<file path="config.mk">
export PLATFORM = sky130hd
export DESIGN_NAME = adc_channel_scale_and_average_core
export DESIGN_NICKNAME = d
export VERILOG_FILES = /design/src/hw/rtl/adc_csa_pkg.sv /design/src/hw/rtl/adc_csa_scale.sv /design/src/hw/rtl/adc_csa_average.sv /design/src/hw/rtl/adc_channel_scale_and_average_core.sv
export SDC_FILE = /design/constraint.sdc
export NUM_CORES = 2
export LEC_CHECK = 0
export BUFFER_PORTS_ARGS = -buffer_cell sky130_fd_sc_hd__buf_2
export CAP_MARGIN = 20
export CORE_MARGIN = 5
export CORE_UTILIZATION = 45
export DETAILED_ROUTE_END_ITERATION = 10
export MAX_ROUTING_LAYER = met4
export PLACE_DENSITY = 0.7
export SLEW_MARGIN = 10
export SYNTH_ARGS = -nofsm -noshare
export SYNTH_HDL_FRONTEND = slang
export SYNTH_SLANG_ARGS = --single-unit
</file>
<file path="constraint.sdc">
create_clock -name aclk -period 13.2 [get_ports aclk]
set_clock_uncertainty 0.05 [all_clocks]
set_input_delay 1.32 -clock aclk [delete_from_list [all_inputs] [get_ports aclk]]
set_output_delay 1.32 -clock aclk [all_outputs]
set_load 0.1 [all_outputs]
</file>
<file path="src/hw/rtl/adc_csa_pkg.sv">
// shared types and constants for the adc channel scale and average core
`timescale 1ns / 1ps

package adc_csa_pkg;

    localparam int CHAN_W          = 5;
    localparam int ADC_BITS        = 12;
    localparam int MV_W            = 16;
    localparam int SCALED_CHANNELS = 12;
    localparam int HIGH_GAIN_LAST  = 9;

    localparam int FULL_SCALE_MV   = 3300;
    localparam int ADC_MAX         = (2 ** ADC_BITS) - 1;
    localparam int DIV_LOW         = 24;
    localparam int GAIN_EQUAL      = 24 + 24;
    localparam int GAIN_HIGH       = 330 + 24;
    localparam int AVG_KEEP        = 9;
    localparam int AVG_DIV         = 10;

    // scale factor and product widths
    localparam int K_W             = 21;
    localparam logic [K_W-1:0] K_EQUAL = K_W'(FULL_SCALE_MV * GAIN_EQUAL);
    localparam logic [K_W-1:0] K_HIGH  = K_W'(FULL_SCALE_MV * GAIN_HIGH);
    localparam logic [K_W-1:0] K_NONE  = K_W'(FULL_SCALE_MV);
    localparam int PROD_W          = ADC_BITS + K_W;
    localparam int QSUM_W          = PROD_W + 1;
    localparam int Q0_W            = QSUM_W - ADC_BITS;
    localparam int Q_W             = PROD_W - ADC_BITS;
    localparam int REM_W           = ADC_BITS + 1;

    // divide by 24 as shift by 3 then reciprocal multiply by 1/3
    localparam int LOW_SHIFT       = 3;
    localparam int LOW_ODD         = DIV_LOW >> LOW_SHIFT;
    localparam int V_W             = Q_W - LOW_SHIFT;
    localparam int DIV3_SHIFT      = 20;
    localparam int DIV3_MUL        = ((2 ** DIV3_SHIFT) + LOW_ODD - 1) / LOW_ODD;
    localparam int DIV3_PW         = V_W + DIV3_SHIFT;

    // average update, divide by 10 as reciprocal multiply
    localparam int SUM_W           = 20;
    localparam int DIV10_SHIFT     = 22;
    localparam int DIV10_MUL       = ((2 ** DIV10_SHIFT) + AVG_DIV - 1) / AVG_DIV;
    localparam int P10_W           = SUM_W + DIV10_SHIFT;

    typedef logic [CHAN_W-1:0]   chan_t;
    typedef logic [ADC_BITS-1:0] sample_t;
    typedef logic [MV_W-1:0]     mv_t;

    typedef struct packed {
        chan_t chan;
        mv_t   mv;
    } scale_beat_t;

endpackage

</file>
<file path="src/hw/rtl/adc_csa_scale.sv">
// pipelined conversion of a raw sample to millivolts per channel class
`timescale 1ns / 1ps

module adc_csa_scale (
    input  logic                      aclk,
    input  logic                      aresetn,
    input  logic                      s_valid,
    output logic                      s_ready,
    input  adc_csa_pkg::chan_t        s_chan,
    input  adc_csa_pkg::sample_t      s_sample,
    output logic                      m_valid,
    input  logic                      m_ready,
    output adc_csa_pkg::scale_beat_t  m_beat
);
    import adc_csa_pkg::*;

    logic              a_valid_reg;
    chan_t             a_chan_reg;
    sample_t           a_sample_reg;

    logic              b_valid_reg;
    chan_t             b_chan_reg;
    logic [PROD_W-1:0] b_prod_reg;
    logic [PROD_W-1:0] b_prod_next;

    logic              c_valid_reg;
    chan_t             c_chan_reg;
    logic [PROD_W-1:0] c_prod_reg;
    logic [Q0_W-1:0]   c_q0_reg;
    logic [Q0_W-1:0]   c_q0_next;

    logic              d_valid_reg;
    chan_t             d_chan_reg;
    logic [Q_W-1:0]    d_q_reg;
    logic [Q_W-1:0]    d_q_next;

    logic              e_valid_reg;
    scale_beat_t       e_beat_reg;
    scale_beat_t       e_beat_next;

    logic              load_a, load_b, load_c, load_d, load_e;

    logic [K_W-1:0]     k_sel;
    logic [QSUM_W-1:0]  q_sum;
    logic [QSUM_W-1:0]  rem_full;
    logic [REM_W-1:0]   rem_low;
    logic [Q0_W-1:0]    q_fixed;
    logic [V_W-1:0]     v_div8;
    logic [DIV3_PW-1:0] div3_prod;

    // stall chain, a stage loads when empty or when it drains
    assign load_e  = !e_valid_reg || m_ready;
    assign load_d  = !d_valid_reg || load_e;
    assign load_c  = !c_valid_reg || load_d;
    assign load_b  = !b_valid_reg || load_c;
    assign load_a  = !a_valid_reg || load_b;
    assign s_ready = load_a;
    assign m_valid = e_valid_reg;
    assign m_beat  = e_beat_reg;

    // gain select and multiply
    always_comb begin
        if (a_chan_reg == '0) begin
            k_sel = K_EQUAL;
        end else if (a_chan_reg <= chan_t'(HIGH_GAIN_LAST)) begin
            k_sel = K_HIGH;
        end else begin
            k_sel = K_NONE;
        end
    end
    assign b_prod_next = PROD_W'(a_sample_reg) * PROD_W'(k_sel);

    // divide by 4095, estimate then one correction step
    assign q_sum     = QSUM_W'(b_prod_reg) + QSUM_W'(b_prod_reg >> ADC_BITS)
                     + QSUM_W'(b_prod_reg >> (2 * ADC_BITS));
    assign c_q0_next = q_sum[QSUM_W-1:ADC_BITS];

    assign rem_full  = QSUM_W'(c_prod_reg) - (QSUM_W'(c_q0_reg) << ADC_BITS)
                     + QSUM_W'(c_q0_reg);
    assign rem_low   = rem_full[REM_W-1:0];
    assign q_fixed   = (rem_low >= REM_W'(ADC_MAX)) ? c_q0_reg + Q0_W'(1) : c_q0_reg;
    assign d_q_next  = q_fixed[Q_W-1:0];

    // divide by 24 for divided channels
    assign v_div8    = d_q_reg[Q_W-1:LOW_SHIFT];
    assign div3_prod = DIV3_PW'(v_div8) * DIV3_PW'(DIV3_MUL);

    always_comb begin
        e_beat_next.chan = d_chan_reg;
        if (d_chan_reg <= chan_t'(HIGH_GAIN_LAST)) begin
            e_beat_next.mv = div3_prod[DIV3_SHIFT +: MV_W];
        end else begin
            e_beat_next.mv = d_q_reg[MV_W-1:0];
        end
    end

    always_ff @(posedge aclk) begin
        if (!aresetn) begin
            a_valid_reg <= 1'b0;
            b_valid_reg <= 1'b0;
            c_valid_reg <= 1'b0;
            d_valid_reg <= 1'b0;
            e_valid_reg <= 1'b0;
        end else begin
            if (load_a) begin
                a_valid_reg <= s_valid;
            end
            if (load_b) begin
                b_valid_reg <= a_valid_reg;
            end
            if (load_c) begin
                c_valid_reg <= b_valid_reg;
            end
            if (load_d) begin
                d_valid_reg <= c_valid_reg;
            end
            if (load_e) begin
                e_valid_reg <= d_valid_reg;
            end
        end
    end

    always_ff @(posedge aclk) begin
        if (load_a) begin
            a_chan_reg   <= s_chan;
            a_sample_reg <= s_sample;
        end
        if (load_b) begin
            b_chan_reg <= a_chan_reg;
            b_prod_reg <= b_prod_next;
        end
        if (load_c) begin
            c_chan_reg <= b_chan_reg;
            c_prod_reg <= b_prod_reg;
            c_q0_reg   <= c_q0_next;
        end
        if (load_d) begin
            d_chan_reg <= c_chan_reg;
            d_q_reg    <= d_q_next;
        end
        if (load_e) begin
            e_beat_reg <= e_beat_next;
        end
    end

endmodule

</file>
<file path="src/hw/rtl/adc_csa_average.sv">
// per-channel running average store, update and result register
`timescale 1ns / 1ps

module adc_csa_average #(
    parameter int NUM_CHANNELS = 12
) (
    input  logic                      aclk,
    input  logic                      aresetn,
    input  logic                      s_valid,
    output logic                      s_ready,
    input  adc_csa_pkg::scale_beat_t  s_beat,
    output logic                      m_valid,
    input  logic                      m_ready,
    output adc_csa_pkg::chan_t        m_chan,
    output logic                      m_known,
    output adc_csa_pkg::mv_t          m_mv,
    output adc_csa_pkg::mv_t          m_avg
);
    import adc_csa_pkg::*;

    localparam int IDX_W = (NUM_CHANNELS > 1) ? $clog2(NUM_CHANNELS) : 1;
    localparam logic [CHAN_W:0] NUM_LIM = (CHAN_W + 1)'(NUM_CHANNELS);

    mv_t               avg_reg [NUM_CHANNELS];
    logic              out_valid_reg;
    chan_t             out_chan_reg;
    logic              out_known_reg;
    mv_t               out_mv_reg;
    mv_t               out_avg_reg;

    logic              accept;
    logic              known;
    logic [IDX_W-1:0]  idx;
    mv_t               avg_old;
    logic [SUM_W-1:0]  avg_sum;
    logic [P10_W-1:0]  div10_prod;
    mv_t               avg_next;

    assign s_ready = !out_valid_reg || m_ready;
    assign accept  = s_valid && s_ready;

    assign known   = (s_beat.chan < chan_t'(SCALED_CHANNELS))
                  && ({1'b0, s_beat.chan} < NUM_LIM);
    assign idx     = s_beat.chan[IDX_W-1:0];
    assign avg_old = avg_reg[idx];

    // (avg * 9 + mv) / 10
    assign avg_sum    = SUM_W'(avg_old) * SUM_W'(AVG_KEEP) + SUM_W'(s_beat.mv);
    assign div10_prod = P10_W'(avg_sum) * P10_W'(DIV10_MUL);
    assign avg_next   = div10_prod[DIV10_SHIFT +: MV_W];

    assign m_valid = out_valid_reg;
    assign m_chan  = out_chan_reg;
    assign m_known = out_known_reg;
    assign m_mv    = out_mv_reg;
    assign m_avg   = out_avg_reg;

    always_ff @(posedge aclk) begin
        if (!aresetn) begin
            out_valid_reg <= 1'b0;
            for (int i = 0; i < NUM_CHANNELS; i++) begin
                avg_reg[i] <= '0;
            end
        end else begin
            if (accept) begin
                out_valid_reg <= 1'b1;
            end else if (m_ready) begin
                out_valid_reg <= 1'b0;
            end
            if (accept && known) begin
                avg_reg[idx] <= avg_next;
            end
        end
    end

    always_ff @(posedge aclk) begin
        if (accept) begin
            out_chan_reg  <= s_beat.chan;
            out_known_reg <= known;
            out_mv_reg    <= known ? s_beat.mv : '0;
            out_avg_reg   <= known ? avg_next : '0;
        end
    end

endmodule

</file>
<file path="src/hw/rtl/adc_channel_scale_and_average_core.sv">
// top level: adc sample scaling to millivolts with per-channel running average
// an accepted input beat passes scale registers a to e and the average result register before its result beat on m_axis
// throughput: one beat per cycle, limited only by the result side tready
// the pipeline stalls as a whole from the result register back to s_axis_tready
// reset: aresetn low empties the pipeline and clears every channel average to zero
`timescale 1ns / 1ps

module adc_channel_scale_and_average_core #(
    parameter int NUM_CHANNELS = 12
) (
    input  logic        aclk,
    input  logic        aresetn,
    input  logic        s_axis_tvalid,
    output logic        s_axis_tready,
    input  logic [15:0] s_axis_tdata,   // [11:0] sample, [15:12] zero
    input  logic [4:0]  s_axis_tuser,   // [4:0] channel
    output logic        m_axis_tvalid,
    input  logic        m_axis_tready,
    output logic [31:0] m_axis_tdata,   // [15:0] millivolts, [31:16] average_mv
    output logic [5:0]  m_axis_tuser    // [4:0] channel_echo, [5] known_channel
);
    import adc_csa_pkg::*;

    logic        mid_valid;
    logic        mid_ready;
    scale_beat_t mid_beat;

    chan_t       res_chan;
    logic        res_known;
    mv_t         res_mv;
    mv_t         res_avg;

    adc_csa_scale u_scale (
        .aclk     (aclk),
        .aresetn  (aresetn),
        .s_valid  (s_axis_tvalid),
        .s_ready  (s_axis_tready),
        .s_chan   (s_axis_tuser[CHAN_W-1:0]),
        .s_sample (s_axis_tdata[ADC_BITS-1:0]),
        .m_valid  (mid_valid),
        .m_ready  (mid_ready),
        .m_beat   (mid_beat)
    );

    adc_csa_average #(
        .NUM_CHANNELS (NUM_CHANNELS)
    ) u_average (
        .aclk     (aclk),
        .aresetn  (aresetn),
        .s_valid  (mid_valid),
        .s_ready  (mid_ready),
        .s_beat   (mid_beat),
        .m_valid  (m_axis_tvalid),
        .m_ready  (m_axis_tready),
        .m_chan   (res_chan),
        .m_known  (res_known),
        .m_mv     (res_mv),
        .m_avg    (res_avg)
    );

    assign m_axis_tdata = {res_avg, res_mv};
    assign m_axis_tuser = {res_known, res_chan};

endmodule

</file>
==> flow_metrics.tcl <==
set metrics [dict create \
    clock-root-buffer "clkbuf_16" \
    path_max_fanout 23 \
    drtPass1Iterations 6 \
    cts_hold_buf 0 \
    cp-start-kind "flop" \
    synth_seq_area_share_pct 34.5 \
    cts_tree "yes" \
    setup_viol_count_final 0 \
    post_cts_buffers 0 \
    wl_um 80800 \
    fp.dieArea_um2 90500 \
    synth_seq_cells 441 \
    synthDistinctLibCells 65 \
    drtIter0Drc 1777 \
    slowest_delay_ns 0.67 \
    max-slew-margin-rel_pct 25.5 \
    antenna_found_initial 4 \
    synth_cells 3250 \
    place.gp.congestion 0.946 \
    hold_class "reg -> reg" \
    status "finished clean" \
    cts_resized 0 \
    ios 65 \
    synth_edf_count 431 \
    grt_remaining_overflow 0 \
    drtAntennaViolNets 0 \
    row_count 106 \
    initial_utilization_pct 45.5 \
    grt_pass1_vias 24200 \
    die_h_um 301 \
    clockBufferDepth 3 \
    routedWlPerCell_um 17.7 \
    worstMarginPinSlew_ns 1.12 \
    end_kind "flop" \
    ys.flop_type "edfxtp_1" \
    period_needed_ns 11.82 \
    fmax_mhz 84.6 \
    cts_buffers 48 \
    critPathRequiredTime_ns 13.45 \
    finalCritPeriodShare_pct 89.5 \
    synth.avg_cell_area_um2 11.7 \
    core_area_um2 83700 \
    cts_sinks 441 \
    post_drt_via_cell_ratio 5.09 \
    mostFrequentLayoutCells "732 x inv_1, 485 x ha_1, 431 x edfxtp_1, 406 x fa_1, 270 x nor2_1" \
    finalMaxSlewViolations 0 \
    slowest_stage "dfxtp_4" \
    final_common_cell "inv_1" \
    hold_violations 0 \
    grt_start_max_net_pins 40 \
    synth_area_leader_cell "edfxtp_1" \
    portBuffers 60 \
    largest_reg_flops 256 \
    layout-drive-gt1-share_pct 7.46 \
    synth_top_area_share_pct 34.0 \
    finalSetupTns_ns 0 \
    htree_num_levels 2 \
    area_growth_pct 9.18 \
    grt_pass1_wl_um 131000 \
    synth_area_leaders "edfxtp_1 34%, fa_1 21%, ha_1 16%" \
    clock_insertion_delay_worst_skew_ns 0.61 \
    syn_area_um2 38000 \
    dpl.hpwl_um 64700 \
    async_flop_share_pct 0 \
    clk_pin_slew_worst_paths_ns 0.06 \
    critPathArrivalTime_ns 12.07 \
    fp.dieW_um 301 \
    grt.total_usage_pct 18.8 \
    synth-warning-count 0 \
    critPathKind "reg -> reg" \
    dr_total_vias 23200 \
    rsz0062_at_grt "false" \
    drc 0 \
    fin_nets 4296 \
    drv_cap 0 \
]
[per-layer routing]
metal	GRT usage (%)	vias up	wire (um)
met3	2.11	92	4720
met2	29.7	656	37300
li1	-	11000	-
met4	3.81	0	1500
met1	26.9	11500	37200
met5	-	-	0
[synthesized netlist by cell type (26+ instances only)]
cell type / number
inv_1: 732
ha_1: 485
edfxtp_1: 431
fa_1: 406
nor2_1: 270
nand2_1: 140
xnor2_1: 89
mux4_2: 80
a21oi_1: 79
o21ai_0: 61
clkbuf_1: 56
a21o_1: 55
xor2_1: 45
and2_1: 33
nand3_1: 26
[stage by stage]
step | instances | cell area, um2 | worst slack (ns) | utilization, % | hold slack (ns)
floorplan | 3313 | 38300 | 2.69 | - | 0.350
global placement | 4463 | 40000 | 1.54 | 47.8 | 0.355
detailed placement | 4463 | 40000 | 1.45 | 47.8 | 0.355
CTS | 4550 | 41500 | 1.39 | 49.6 | 0.369
global route | 4552 | 41500 | 0.704 | 49.6 | 0.379
finish | 4552 | 41500 | 1.38 | 49.6 | 0.367
[path summary, 6_finish.rpt]
kind / startpoint / endpoint / slack, ns / cells after the start
worst min-delay path: u_scale.b_chan_reg[3] / u_scale.c_chan_reg[3] / 0.37 / 0
worst max-delay path: flop / u_average.avg_reg[12][15] / 1.38 / 33
worst max register to register: flop / u_average.avg_reg[12][15] / 1.38 / 33
worst min register to register: u_scale.b_chan_reg[3] / u_scale.c_chan_reg[3] / 0.37 / 0
[logic make-up after synthesis]
kind of cell	after synthesis	share of synthesized area [%]
and+or+nand+nor	593	7.03
DFF	441	34.5
muxes	83	4.82
adders and majority gates	891	37.3
buffers and inverters	803	7.98
xor gates and xnor gates	134	3.09
other	1	0.00986
AOI/OAI and AO/OA	304	5.22
[worst max-delay path, delay by kind of cell, from the launching register on]
family / cells / cell delay, ns
AO/OA/AOI/OAI: 9 / 2.61
XOR/XNOR: 2 / 0.54
adder cells (fa/ha/maj): 10 / 4.13
buffers and inverters: 5 / 0.75
flip-flops: 1 / 0.67
multiplexers: 2 / 1.19
AND/OR/NAND/NOR: 5 / 1.55
[final cells by class]
type	count	area, um2
inverters	732	2750
flip-flops and latches	441	13100
diodes	1	2.50
fillers	7297	42200
multi-input cells	2069	22100
clock buffers	60	1250
well taps	1134	1420
repair buffers	88	531
clock inverters	27	307
Power is not shown: default switching activity piles up to over one toggle a cycle in this logic, so the estimate is an artifact.
